`src/rtl/xoshiro_pkg.sv`:
```
// ----------------------------------------------------------------------------
// xoshiro_pkg: shared types and constants of the xoshiro256 generator
// Action codes, the register index, the splitmix64 and jump constants, and
// the command and status types between the controller and the datapath.
// ----------------------------------------------------------------------------
package xoshiro_pkg;

  // Action codes carried by an input item.
  localparam logic [1:0] ACT_NEXT = 2'd0;
  localparam logic [1:0] ACT_SEED = 2'd1;
  localparam logic [1:0] ACT_JUMP = 2'd2;

  // Register index of the scrambler mode.
  localparam logic REG_SCRAMBLER_MODE = 1'b0;

  // Scrambler mode codes.
  localparam logic MODE_STARSTAR = 1'b0;
  localparam logic MODE_PLUSPLUS = 1'b1;

  // splitmix64 constants.
  localparam logic [63:0] SPLITMIX_GAMMA = 64'h9e3779b97f4a7c15;
  localparam logic [63:0] MIX_MUL_A      = 64'hbf58476d1ce4e5b9;
  localparam logic [63:0] MIX_MUL_B      = 64'h94d049bb133111eb;

  // Jump polynomial; bit n is bit (n mod 64) of word (n / 64).
  localparam logic [255:0] JUMP_POLY = {
    64'h39abdc4529b1661c, 64'ha9582618e03fc9aa,
    64'hd5a61266f0c9392c, 64'h180ec6d33cfd0aba
  };

  typedef enum logic [3:0] {
    OP_NONE,
    OP_NEXT,
    OP_SEED_LOAD,
    OP_MIX_ADD,
    OP_MUL_LO,
    OP_MUL_CROSS_A,
    OP_MUL_CROSS_B,
    OP_MIX_FOLD,
    OP_STORE,
    OP_JUMP_STEP
  } dp_op_e;

  typedef struct packed {
    dp_op_e     op;
    logic       mul_sel;    // 0: first splitmix multiplier, 1: second
    logic [1:0] word_idx;   // state word written by a store
    logic [7:0] jump_step;  // selects the jump polynomial bit
    logic       jump_last;  // final jump step: the accumulator becomes the state
  } dp_cmd_t;

  typedef struct packed {
    logic pipe_ready;       // the output pipeline can take a next item
  } dp_status_t;

endpackage

```
`src/rtl/xoshiro_ctrl.sv`:
```
// ----------------------------------------------------------------------------
// xoshiro_ctrl: action sequencer of the xoshiro256 generator
// Accepts input items and steps the datapath through the seed and jump
// sequences.
// ----------------------------------------------------------------------------
module xoshiro_ctrl
  import xoshiro_pkg::*;
(
  input  logic       clk_i,
  input  logic       rst_ni,
  input  logic       in_valid_i,
  input  logic [1:0] action_i,
  output logic       in_stall_o,
  input  dp_status_t status_i,
  output dp_cmd_t    cmd_o
);

  typedef enum logic [2:0] {
    ST_IDLE,
    ST_MIX_ADD,
    ST_MUL_LO,
    ST_MUL_CROSS_A,
    ST_MUL_CROSS_B,
    ST_MIX_FOLD,
    ST_STORE,
    ST_JUMP
  } state_e;

  state_e     state_q;
  logic [1:0] word_q;
  logic       pass_q;
  logic [7:0] step_q;
  logic       accept;

  assign in_stall_o = !((state_q == ST_IDLE) && status_i.pipe_ready);
  assign accept     = in_valid_i && !in_stall_o;

  always_comb begin
    cmd_o           = '0;
    cmd_o.op        = OP_NONE;
    cmd_o.mul_sel   = pass_q;
    cmd_o.word_idx  = word_q;
    cmd_o.jump_step = step_q;
    cmd_o.jump_last = (step_q == 8'hff);
    case (state_q)
      ST_IDLE: begin
        if (accept && (action_i == ACT_NEXT)) begin
          cmd_o.op = OP_NEXT;
        end else if (accept && (action_i == ACT_SEED)) begin
          cmd_o.op = OP_SEED_LOAD;
        end
      end
      ST_MIX_ADD:     cmd_o.op = OP_MIX_ADD;
      ST_MUL_LO:      cmd_o.op = OP_MUL_LO;
      ST_MUL_CROSS_A: cmd_o.op = OP_MUL_CROSS_A;
      ST_MUL_CROSS_B: cmd_o.op = OP_MUL_CROSS_B;
      ST_MIX_FOLD:    cmd_o.op = OP_MIX_FOLD;
      ST_STORE:       cmd_o.op = OP_STORE;
      ST_JUMP:        cmd_o.op = OP_JUMP_STEP;
      default:        cmd_o.op = OP_NONE;
    endcase
  end

  always_ff @(posedge clk_i or negedge rst_ni) begin
    if (!rst_ni) begin
      state_q <= ST_IDLE;
      word_q  <= 2'd0;
      pass_q  <= 1'b0;
      step_q  <= 8'd0;
    end else begin
      case (state_q)
        ST_IDLE: begin
          if (accept && (action_i == ACT_SEED)) begin
            state_q <= ST_MIX_ADD;
            word_q  <= 2'd0;
            pass_q  <= 1'b0;
          end else if (accept && (action_i == ACT_JUMP)) begin
            state_q <= ST_JUMP;
            step_q  <= 8'd0;
          end
        end
        ST_MIX_ADD:     state_q <= ST_MUL_LO;
        ST_MUL_LO:      state_q <= ST_MUL_CROSS_A;
        ST_MUL_CROSS_A: state_q <= ST_MUL_CROSS_B;
        ST_MUL_CROSS_B: begin
          state_q <= pass_q ? ST_STORE : ST_MIX_FOLD;
        end
        ST_MIX_FOLD: begin
          pass_q  <= 1'b1;
          state_q <= ST_MUL_LO;
        end
        ST_STORE: begin
          pass_q <= 1'b0;
          word_q <= word_q + 2'd1;
          if (word_q == 2'd3) begin
            state_q <= ST_IDLE;
          end else begin
            state_q <= ST_MIX_ADD;
          end
        end
        ST_JUMP: begin
          step_q <= step_q + 8'd1;
          if (step_q == 8'hff) begin
            state_q <= ST_IDLE;
          end
        end
        default: state_q <= ST_IDLE;
      endcase
    end
  end

`ifndef SYNTHESIS
  // No item may enter while a seed or jump sequence runs.
  a_busy_stalls: assert property (@(posedge clk_i) disable iff (!rst_ni)
    (state_q != ST_IDLE) |-> in_stall_o)
    else $error("item accepted while a sequence is running");

  // A jump always starts from step zero, so the counter rests at zero.
  a_step_rests: assert property (@(posedge clk_i) disable iff (!rst_ni)
    (state_q == ST_IDLE) |-> (step_q == 8'd0))
    else $error("jump step count not at zero while idle");

  // A seed sequence always writes all four words before going idle.
  a_word_rests: assert property (@(posedge clk_i) disable iff (!rst_ni)
    (state_q == ST_IDLE) |-> ((word_q == 2'd0) && !pass_q))
    else $error("seed word counter not at zero while idle");

  // The last jump step returns the sequencer to idle.
  a_jump_ends: assert property (@(posedge clk_i) disable iff (!rst_ni)
    ((state_q == ST_JUMP) && (step_q == 8'hff)) |=> (state_q == ST_IDLE))
    else $error("jump did not end after its last step");
`endif

endmodule

```
`config.mk`:
```
export PLATFORM = sky130hd
export DESIGN_NAME = xoshiro_ctrl
export DESIGN_NICKNAME = d
export VERILOG_FILES = /design/src/rtl/xoshiro_pkg.sv /design/src/rtl/xoshiro_ctrl.sv
export SDC_FILE = /design/constraint.sdc
export NUM_CORES = 1
export LEC_CHECK = 0
export BUFFER_PORTS_ARGS = -buffer_cell sky130_fd_sc_hd__buf_2
export CAP_MARGIN = 20
export CORE_AREA = 8 8 54 56
export DETAILED_ROUTE_END_ITERATION = 7
export DIE_AREA = 0 0 62 64
export PLACE_DENSITY = 0.7
export SLEW_MARGIN = 20
export SYNTH_ARGS = -nofsm -noshare
export SYNTH_HDL_FRONTEND = slang
export SYNTH_SLANG_ARGS = --single-unit
```
`constraint.sdc`:
```
create_clock -name clk_i -period 1.6 [get_ports clk_i]
set_clock_uncertainty 0.1 [all_clocks]
set_input_delay 0.24 -clock clk_i [delete_from_list [all_inputs] [get_ports clk_i]]
set_output_delay 0.24 -clock clk_i [all_outputs]
set_load 0.05 [all_outputs]
```
==> run summary, run 1 <==
The worst-margin pin slew was 0.341 ns; the clock-pin transition on the worst setup and hold timing paths was 0.09 ns. After layout, the minimum clock period comes to 1.85 ns. The initialized floorplan defines 17 standard-cell rows. The detail-routed via count per cell came out at 5.85. TritonCTS built the clock tree. The first global-routing pass estimated 4.24 mm of wire.

Synthesis inferred 14 register bits. From bottom edge to top edge, the die measures 64 um. Pin placement for this block handled 23 I/O pins. The final net count is 145. The peak ir drop on the vdd network is 1.42 mV, and the sequential fraction of the synthesis area is 39.2%. Across the run, the number of max-cap violations was 0. The library cell used most frequently in the layout, excluding fill and tap cells, is buf_4.

The number of fillers in the final layout is 155, and the initial antenna violation count is 0. The worst path required time was 1.26 ns. Setup repair after global routing could not meet its margin everywhere. The worst hold path belongs to the class in2reg. The checks that failed: negative setup slack.

The total overflow left after global routing is 0. The library cells used most frequently in the layout, excluding fill and tap cells, are 17 x buf_4, 16 x buf_2, 7 x o211ai_1, 7 x dfrtp_1, 7 x dfrtp_2. Total iterations of the first detailed-routing run: 4. Cell at the root of the clock tree: clkbuf_4. The reported leakage power came out at 0.000585 uW. The tools report the count of pins over their slew limit as 0. The number of diodes added for antenna fixing is 0.

In the finished design, the share of the clock period the worst path needs comes to 115%. The clock reaches the later pin of the worst-skew pair after 0.28 ns. The Yosys step of the flow raised 0 warnings. Among all stages on the critical path, the largest delay is contributed by or3_4. The synthesis-to-layout area growth is 54.1%, and the number of remaining DRC errors is 0.

The finished cells cover 1380 sq um. After detailed routing, the average wire length per cell comes to 17.0 um. Measured along the x axis, the die boundary spans 62 um. The weighted congestion reported at the end of routability-driven placement was 0.803; the number of H-tree levels was 1. The data arrival time of the worst path is 1.51 ns, and the average size of a mapped cell is 9.42 sq um. The placeable core area was 2110 sq um. Summed over all nets, the half-perimeter wirelength after detailed placement is 1.77 mm. Based on the critical path, the design can be clocked at up to 542 MHz. Of all nets on the critical path, the largest fanout is 2. The number of buffers on the longest clock path came out at 2. Critical setup path kind: reg2out. Grouping stages by cell kind, the critical path spends the most delay in simple AND/OR/NAND/NOR gates. The tools report the routed wire length as 2.79 mm. Buffers placed on the I/O ports in this run total 22. Counting the buffers created by CTS gives 3. Detailed routing inserted a total of 959 vias. The run gives 4 as the number of setup violations in the final report. The run gives 918 as the number of global-route vias before repair.

The share of layout cells above drive strength 1 was 50.0%; the relative slew slack was 77.3%. The placed instances occupy a cell area of 1090 sq um. For this block, the initial DRC count from the detailed router was 53. In this run the power density over the cells is 2370 nW/um^2. Synthesis handed over a netlist of 95 instances.

The initial cell density of the core is 42.5%. The worst path buffer plus inverter count is 1, and the count of unique library cells instantiated by Yosys is 36. The number of nets in the synthesized netlist is 103. The cell area that synthesis handed to floorplanning was 895 sq um. The final hold violation count is 0. Clock tree synthesis found a total of 14 sinks. In this design, the stage delay of the slowest critical-path cell is 0.41 ns. The pin count of the biggest net entering global routing was 15; the total routing usage reported by global routing was 13.8%. The logs give -0.247 ns for the post-layout worst setup margin and 0 for the number of nets still failing antenna checks after routing. The critical path launch point type is a register. For the sum of negative setup slack, the log shows -0.530 ns. The flow ran to the end, but the final reports show violations.

The die covers 3970 sq um. STA classifies the critical path endpoint as an output pin. Walking the worst path, the cells encountered are or3_4, o41ai_4, buf_6.

The completed layout was analyzed and its total power is 3270 uW.
[tightest hold or removal path: stages]
cell	delay (ns)
buf_2	0.12
a31oi_2	0.11
a21oi_1	0.13
[through the flow]
step | instances | setup slack, ns | utilization, % | hold WS, ns
global placement | 145 | 0.00833 | 51.6 | 0.0586
detailed placement | 145 | -0.0294 | 51.6 | 0.0569
finish | 164 | -0.247 | 65.5 | 0.258
floorplan | 95 | -0.329 | - | -0.156
global route | 164 | -0.281 | 65.5 | 0.301
CTS | 159 | -0.258 | 60.4 | 0.256
[per-layer routing]
| layer | GRT usage (%) | wire length [um] | vias to the layer above |
|---|---|---|---|
| li1 | - | - | 448 |
| met1 | 16.7 | 1170 | 468 |
| met2 | 22.5 | 1410 | 36 |
| met3 | 2.60 | 156 | 7 |
| met4 | 6.55 | 51 | 0 |
| met5 | 0 | 0 | - |
[state kept, by name, indices dropped and copies added, names as in the netlist]
| name | count |
|---|---|
| state_q | 3 |
| word_q | 2 |
| step_q | 8 |
| pass_q | 1 |
[final cells by class]
class / count / area (sq um) / area share, %
clock buffers: 4 / 36.3 / 2.63
well taps: 28 / 35.0 / 2.54
multi-input cells: 67 / 567 / 41.1
flip-flops and latches: 14 / 359 / 26.0
inverters: 8 / 37.5 / 2.72
repair buffers: 43 / 344 / 25.0
[worst paths after layout]
path                                              from  cells after the start                      to  slack [ns]
worst max register to register  state_q[0]$_DFFE_PN0P_                      6  state_q[1]$_DFFE_PN0P_        0.02
min in group asynchronous                       rst_ni                      2  state_q[2]$_DFFE_PN0P_        0.28
worst min register to register   word_q[0]$_DFFE_PN0P_                      1   word_q[0]$_DFFE_PN0P_        0.46
worst max-delay path            state_q[0]$_DFFE_PN0P_                      3               cmd_o[12]       -0.25
max in group asynchronous                       rst_ni                      2   step_q[0]$_DFFE_PN0P_        0.85
worst min-delay path                        in_valid_i                      3  state_q[2]$_DFFE_PN0P_        0.26
[logic make-up after synthesis]
logic type / synth area share, %
mux: 3.36
xor+xnor: 1.96
buf+inv: 8.25
simple gates: 17.2
compound gates: 27.3
fa+ha+maj: 2.80
flops: 39.2
[synth_stat cells, drive strengths merged]
library cell  count  area, sq um
a21oi             4         20.0
a21boi            1         7.51
o22ai             2         12.5
nor2b             1         6.26
or2               1         6.26
dfrtp            14          350
nor3              1         5.00
inv               8         30.0
o21ai            11         66.3
nand4b            2         17.5
a31oi             3         25.0
nand3             4         25.0
nand4             3         18.8
o32ai             1         8.76
xor2              2         17.5
or3               1         11.3
o311ai            1         8.76
nor2              3         11.3
a221oi            2         17.5
clkbuf            1         3.75
or3b              1         8.76
mux2i             3         30.0
or4               2         15.0
nand2             6         22.5
a41oi             1         8.76
o41ai             1         16.3
and3              1         6.26
buf               5         40.0
ha                2         25.0
o211ai            7         52.6
[where the power goes]
part	total, uW	internal [uW]	switching [uW]
clock network	262	139	123
registers	690	515	174
logic	2320	887	1430
total	3270	1540	1730
[what timing repair did]
item | CTS | global route
setup buffers | 9 | 4
hold endpoints to repair | 14 | 0
gates cloned | 0 | 1
endpoints found under the setup margin | 6 | 11
pin swaps | 4 | 5
gates resized for setup | 19 | 10
hold buffers | 1 | 0
Note: power is estimated with default switching activity, not from simulation.
==> run 2: changes to the inputs <==
- REMOVE_ABC_BUFFERS: default -> 1
==> run summary, run 2 (synthesized netlist as in run 1, its figures left out) <==
The run finished, with violations left. The final reports fail on negative setup slack. For this design, the slowest cell found on the critical path is or3_4.

Leaving out fill and tap cells, the most frequent cells in the layout are 20 x buf_4, 16 x buf_2, 14 x dfrtp_1, 7 x o211ai_1. The placeable core area is 2110 sq um (unchanged), and the final clock period utilization by the worst path is 116% (+0.19 points). The worst path buffer plus inverter count is 1 (unchanged). The run gives 17 (unchanged) as the number of standard-cell rows in the floorplan. The peak fanout along the critical path is 2 (unchanged). The count of port buffers added during placement is 22 (unchanged). Critical setup path kind: reg2out.

The total iterations of the first detailed-routing run is 5 (+1), and the number of H-tree levels is 1 (unchanged). For the TritonCTS buffer count, the log shows 3 (unchanged). The depth of the most critical reg-to-reg path is 5 (-1), and the utilization of the core after routing is 63.0% (-2.4 points). Compared with the post-synthesis result, the final layout area differs by 48.4%. The number of diodes added for antenna fixing is 0 (unchanged), and the reported leakage power is 0.000574 uW (-1.8%).

The endpoint kind of the worst setup timing path is an output pin. The final hold violation count was 0 (unchanged); the share of layout cells above drive strength 1 was 44.1% (-5.9 points). The wire length per cell is 15.9 um (-6.6%). The run gives 2.60 mm (-6.6%) as the routed wire length. The tools report the post-layout worst setup margin as -0.250 ns (-0.00311 ns). The critical path goes through or3_4, o41ai_2, buf_4.

Setup repair after global routing could not meet its margin everywhere. The clock-pin transition on the worst setup and hold timing paths works out to 0.10 ns (about the same). The number of global-route vias before repair was 912 (-0.65%); the final net count was 145 (unchanged). The TritonCTS sink count was 14 (unchanged). The library cell used most frequently in the layout, excluding fill and tap cells, is buf_4. The run gives 0 (unchanged) as the count of pins over their slew limit.

The count of placed standard cells including taps is 146 (+0.69%). The highest clock frequency the design can meet came out at 541 MHz (-0.17%). The die span in y is 64 um (unchanged), and the instance count on the critical path is 3 (unchanged). The number of remaining DRC errors came out at 0 (unchanged). Relative slew slack: 75.7% (-1.6 points). Die width: 62 um (unchanged).

I/O pin count: 23 (unchanged). The post-route non-filler standard cell count was 164 (unchanged); the count of routing violations after the opening detailed-route iteration was 42 (-21%). The tools report the count of maximum capacitance violations as 0 (unchanged).

Number of buffers on the longest clock path: 2 (unchanged). The total routing usage reported by global routing was 13.1% (-0.75 points). The flip-flop count of the largest register, all copies and words added is 8 (unchanged). The class of the tightest hold or removal check was in2async. The total die area came out at 3970 sq um (unchanged).

The power per unit of standard cell area came out at 2330 nW/um^2 (-1.5%). Most flop-heavy register: step_q. Detail-routed via count per cell: 5.85 (unchanged).

Time the worst path needs with I/O delays and setup: 1.85 ns (+0.00311 ns). For the number of nets still failing antenna checks after routing, the log shows 0 (unchanged). Top cell family by delay on the critical path: simple AND/OR/NAND/NOR gates. The critical path launch point type was a register. The logs give 0.29 ns (about the same) for the clock insertion delay at the later pin of the skew report and 1.67 mm (-6.0%) for the half-perimeter wire length after detailed placement. The logs give 0 (unchanged) for the initial antenna violation count and 2 (-2) for the number of setup violations in the final report. The area of all placed cells without fillers was 1330 sq um (-3.7%); the initial cell density of the core was 42.5% (unchanged).

The wire length of the first global-routing pass came out at 3.97 mm (-6.4%). The largest registers in the layout are step_q (8), state_q (3), word_q (2). The worst path required time came out at 1.26 ns (about the same).

The global route total overflow was 0 (unchanged); the pin count of the biggest net entering global routing was 15 (unchanged). The run gives 1.51 ns (about the same) as the data arrival time of the worst path. The worst-margin pin slew is 0.359 ns (+0.0187 ns). Clock tree synthesis selected as its root buffer the cell clkbuf_4. For the peak ir drop on the vdd network, the log shows 1.63 mV (+14%). The placed standard-cell area came out at 1050 sq um (-3.6%).

The critical path's largest stage delay was 0.40 ns (about the same). The run gives 959 (unchanged) as the via total after detailed routing. TritonCTS built the clock tree. The weighted congestion reported at the end of routability-driven placement is 0.897 (+12%). The total power draw is 3100 uW (-5.2%).
==> run 2: changes by cell type in the layout (fill, tap and decap cells not counted), sizes merged <==
| cell | previous run | this run |
|---|---|---|
| clkinvlp | 2 | 0 |
| inv | 6 | 8 |
| buf | 41 | 42 |
| clkbuf | 5 | 4 |
==> run 2: metrics by stage <==
| stage | setup slack [ns] | TNS (ns) | hold slack, ns |
|---|---|---|---|
| after global placement | -0.0504 | -0.0504 | 0.0559 |
| after floorplan | -0.656 | -3.02 | -0.156 |
| final | -0.250 | -0.251 | 0.255 |
| after CTS | -0.261 | -0.290 | 0.259 |
| after detailed placement | -0.0673 | -0.0673 | 0.0624 |
| after global routing | -0.311 | -0.492 | 0.268 |
==> run 2: final timing paths <==
path,to,slack [ns],start
max in group asynchronous,word_q[1]$_DFFE_PN0P_,0.89,rst_ni
worst min register to register,step_q[7]$_DFFE_PN0P_,0.48,step_q[7]$_DFFE_PN0P_
min in group clk_i,state_q[2]$_DFFE_PN0P_,0.27,status_i
worst min-delay path,step_q[3]$_DFFE_PN0P_,0.26,rst_ni
worst max-delay path,cmd_o[12],-0.25,state_q[2]$_DFFE_PN0P_
worst max register to register,step_q[5]$_DFFE_PN0P_,0.04,step_q[0]$_DFFE_PN0P_
==> run 2: cell type report <==
type	count	area, sq um
Clock buffer	4	36.3
Fill cell	154	778
Inverter	8	42.5
Multi-Input combinational cell	67	548
Sequential cell	14	350
Tap cell	28	35.0
Timing Repair Buffer	43	315
==> run 2: what timing repair did <==
| action | in CTS | in global routing |
|---|---|---|
| buffers inserted | 10 | 4 |
| endpoints found under the hold margin | 14 | 0 |
| setup endpoints to repair | 6 | 11 |
| gates cloned | 0 | 0 |
| gates resized for setup | 19 | 16 |
| pin swaps | 5 | 5 |
| hold buffers | 1 | 0 |
==> run 2: layer usage <==
layer	global-route usage (%)	vias to the layer above	wire (um)
met2	20.8	40	1270
li1	-	449	-
met1	15.4	465	1160
met3	2.00	5	119
met5	0	-	0
met4	8.83	0	54
==> run 2: worst register-to-register path, delay by kind of cell (launching register included) <==
family	cells	cell delay, ns
and+or+nand+nor	2	0.63
AOI/OAI and AO/OA	1	0.10
buffers and inverters	2	0.24
DFF	1	0.41
==> run 2: power by group <==
group | leakage [uW] | switching [uW] | internal [uW] | total (uW)
Combinational | 0.000375 | 1410 | 776 | 2180
Sequential | 0.000178 | 148 | 501 | 648
Clock | 0.0000210 | 130 | 139 | 269
Total | 0.000574 | 1680 | 1420 | 3100
==> run 3: changes to the inputs <==
- SETUP_SLACK_MARGIN: default -> 0.15
==> run summary, run 3 (synthesized netlist as in run 1, its figures left out) <==
The worst path required time was 1.26 ns (about the same). The via total after detailed routing was 1130 (+18%). For the I/O pin count, the log shows 23 (unchanged). Walking the worst path, the cells encountered are or3_4, o41ai_2, buf_4. The worst register-to-register path ends at state_q[1]$_DFFE_PN0P_. The weighted congestion reported at the end of routability-driven placement was 0.897 (unchanged); the total routing usage reported by global routing was 17.6% (+4.5 points). The die width works out to 62 um (unchanged).

The largest registers in the layout are step_q (8), state_q (3), word_q (2). The final reports fail on negative setup slack. Cell at the root of the clock tree: clkbuf_4. The logs give 1 (unchanged) for the number of H-tree levels and 0.000713 uW (+24%) for the reported leakage power. For the sum of negative setup slack, the log shows -3.04 ns (-2.79 ns). step_q holds more flip-flops than any other register. The share of layout cells above drive strength 1 came out at 63.8% (+20 points). The count of port buffers added during placement came out at 22 (unchanged).

The cell depth of the worst min-delay path works out to 3. The run gives 15 (unchanged) as the pin count of the biggest net entering global routing. Grouping stages by cell kind, the critical path spends the most delay in flip-flops.

The logs give 4 (-1) for the total iterations of the first detailed-routing run and 352 sq um (+0.36%) for the area taken by flip-flops and latches. Count of placed standard cells including taps: 146 (unchanged). For the TritonCTS buffer count, the log shows 3 (unchanged). Initial cell density of the core: 42.5% (unchanged).

The placeable core area is 2110 sq um (unchanged), and the wire length per cell is 22.6 um (+42%). Power share of the combinational group: 75.8% (+5.4 points). The path with the worst hold slack has its endpoint at state_q[2]$_DFFE_PN0P_. The number of fillers in the final layout is 123 (-20%). For the data arrival time of the worst path, the log shows 1.56 ns (+0.05 ns).

The final net count is 161 (+11%). Worst reg-to-reg setup slack: -0.28 ns (-0.32 ns). The detail-routed via count per cell came out at 6.28 (+7.4%). The number of buffers on the longest clock path is 2 (unchanged), and the peak ir drop on the vdd network is 1.76 mV (+8.6%). The logs give 0 (unchanged) for the number of remaining DRC errors and 17.1% (-3.8 points) for the sequential group share of total power. Half-perimeter wire length after detailed placement: 1.67 mm (unchanged). The time the worst path needs with I/O delays and setup was 1.90 ns (+0.0468 ns).

Most common cell after layout, fill and taps aside: buf_4. The total die area is 3970 sq um (unchanged), and the pre-CTS worst setup slack is -0.0673 ns (unchanged). The net switching share of the total power came out at 52.8% (-1.6 points). The number of global-route vias before repair is 1080 (+18%), and the global route total overflow is 0 (unchanged). Worst path buffer plus inverter count: 1 (unchanged). The tightest min-delay check is of the in2reg type. The wire length of the first global-routing pass is 5.23 mm (+32%), and the final clock period utilization by the worst path is 119% (+2.9 points). The synthesis-to-layout area growth works out to 82.0%.

The library cells used most frequently in the layout, excluding fill and tap cells, are 22 x buf_4, 17 x buf_6, 15 x buf_2, 13 x dfrtp_1, 7 x o211ai_1. The tools report the critical path launch point type as a register. The utilization of the core after routing is 77.3% (+14 points), and the die span in y is 64 um (unchanged). Critical setup path kind: reg2out. Number of nets still failing antenna checks after routing: 0 (unchanged). The worst flop-to-flop path startpoint is state_q[0]$_DFFE_PN0P_. The slowest library cell on the worst path was dfrtp_1.

The switching power was 2110 uW (+25%); the worst-margin pin slew was 0.433 ns (+0.0733 ns). The logs give 0 (unchanged) for the initial antenna violation count and 0 (unchanged) for the count of pins over their slew limit. The tools report the endpoint kind of the worst setup timing path as an output pin.

The final hold violation count was 0 (unchanged). The post-route non-filler standard cell count came out at 180 (+9.8%). The post-layout worst setup margin is -0.297 ns (-0.0468 ns), and the peak fanout along the critical path is 2 (unchanged).

The count of routing violations after the opening detailed-route iteration is 52 (+24%). Number of diodes added for antenna fixing: 0 (unchanged). Critical path's largest stage delay: 0.41 ns (about the same). TritonCTS built the clock tree. For the share of power burned in the clock network, the log shows 7.1% (-1.6 points).

The clock insertion delay at the later pin of the skew report was 0.30 ns (about the same). Setup repair after global routing could not meet its margin everywhere. The flip-flop count of the largest register, all copies and words added came out at 8 (unchanged).

Count of maximum capacitance violations: 0 (unchanged). The instance count on the critical path was 3 (unchanged); the multi-input logic area was 676 sq um (+23%). The routed wire length is 4.06 mm (+56%), and the relative slew slack is 70.8% (-4.9 points). The run gives 18 (+16) as the number of setup violations in the final report. Clock-pin transition on the worst setup and hold timing paths: 0.11 ns (about the same).

The flow ran to the end, but the final reports show violations. The power per unit of standard cell area is 2450 nW/um^2 (+5.1%). Design internal power: 1890 uW (+33%). Start point of the worst min-delay path: in_valid_i. The number of standard-cell rows in the floorplan is 17 (unchanged), and the highest clock frequency the design can meet is 527 MHz (-2.5%).

The TritonCTS sink count was 14 (unchanged); the depth of the most critical reg-to-reg path was 9 (+4).
run 3: cell count changes in the layout (fill, tap and decap cells not counted), moves of 2 or more:
cell	previous run	this run
a21oi_1	4	2
a21oi_2	0	2
a221oi_1	2	0
a221oi_2	0	2
buf_4	20	22
buf_6	4	17
inv_2	0	2
nand2_1	6	4
o21ai_0	5	2
o21ai_2	0	4
run 3: stage by stage:
stage | hold WS, ns | area (sq um) | power [uW]
2_1_floorplan | -0.156 | 851 | 1870
3_3_place_gp | 0.0559 | 1050 | 2310
3_5_place_dp | 0.0624 | 1050 | 2340
4_1_cts | 0.240 | 1450 | 3370
5_1_grt | 0.255 | 1630 | 4120
6_report | 0.243 | 1630 | 3990
run 3: power groups by stage:
stage               sequential, uW  combinational (uW)  clock, uW
detailed placement             665                1670          0
global route                   692                3130        295
floorplan                     1080                 796          0
global placement               651                1660          0
CTS                            625                2470        274
finish                         683                3030        283
run 3: per-layer routing:
layer  wire length, um  track usage (%)
met5                 0                0
met4                89             12.0
met3               344             2.40
met2              2070             27.9
met1              1560             21.0
run 3: cell type report:
class | count | area share [%]
clock buffers | 4 | 2.23
flip-flops and latches | 14 | 21.6
repair buffers | 59 | 30.4
multi-input cells | 67 | 41.5
well taps | 28 | 2.15
inverters | 8 | 2.15
run 3: timing repair:
action / CTS / global route
cloned: 0 / 0
setup buffers: 23 / 6
pin swaps: 15 / 11
hold buffers: 1 / 0
endpoints found under the setup margin: 15 / 21
resized for setup: 51 / 29
endpoints found under the hold margin: 14 / 0
run 3: worst max-delay path by stage:
stage                                       from                      to
after CTS                 state_q[2]$_DFFE_PN0P_               cmd_o[12]
final                     state_q[0]$_DFFE_PN0P_               cmd_o[12]
after detailed placement  state_q[2]$_DFFE_PN0P_               cmd_o[12]
after global placement    state_q[2]$_DFFE_PN0P_               cmd_o[12]
after floorplan           state_q[2]$_DFFE_PN0P_               cmd_o[12]
after global routing      state_q[0]$_DFFE_PN0P_  state_q[1]$_DFFE_PN0P_
run 3: worst register-to-register path: stages (launching register included):
cell	delay, ns
dfrtp_1	0.41
buf_6	0.12
buf_6	0.10
buf_6	0.10
buf_6	0.12
buf_6	0.12
buf_6	0.11
or3b_4	0.37
o211ai_1	0.09
o22ai_1	0.11
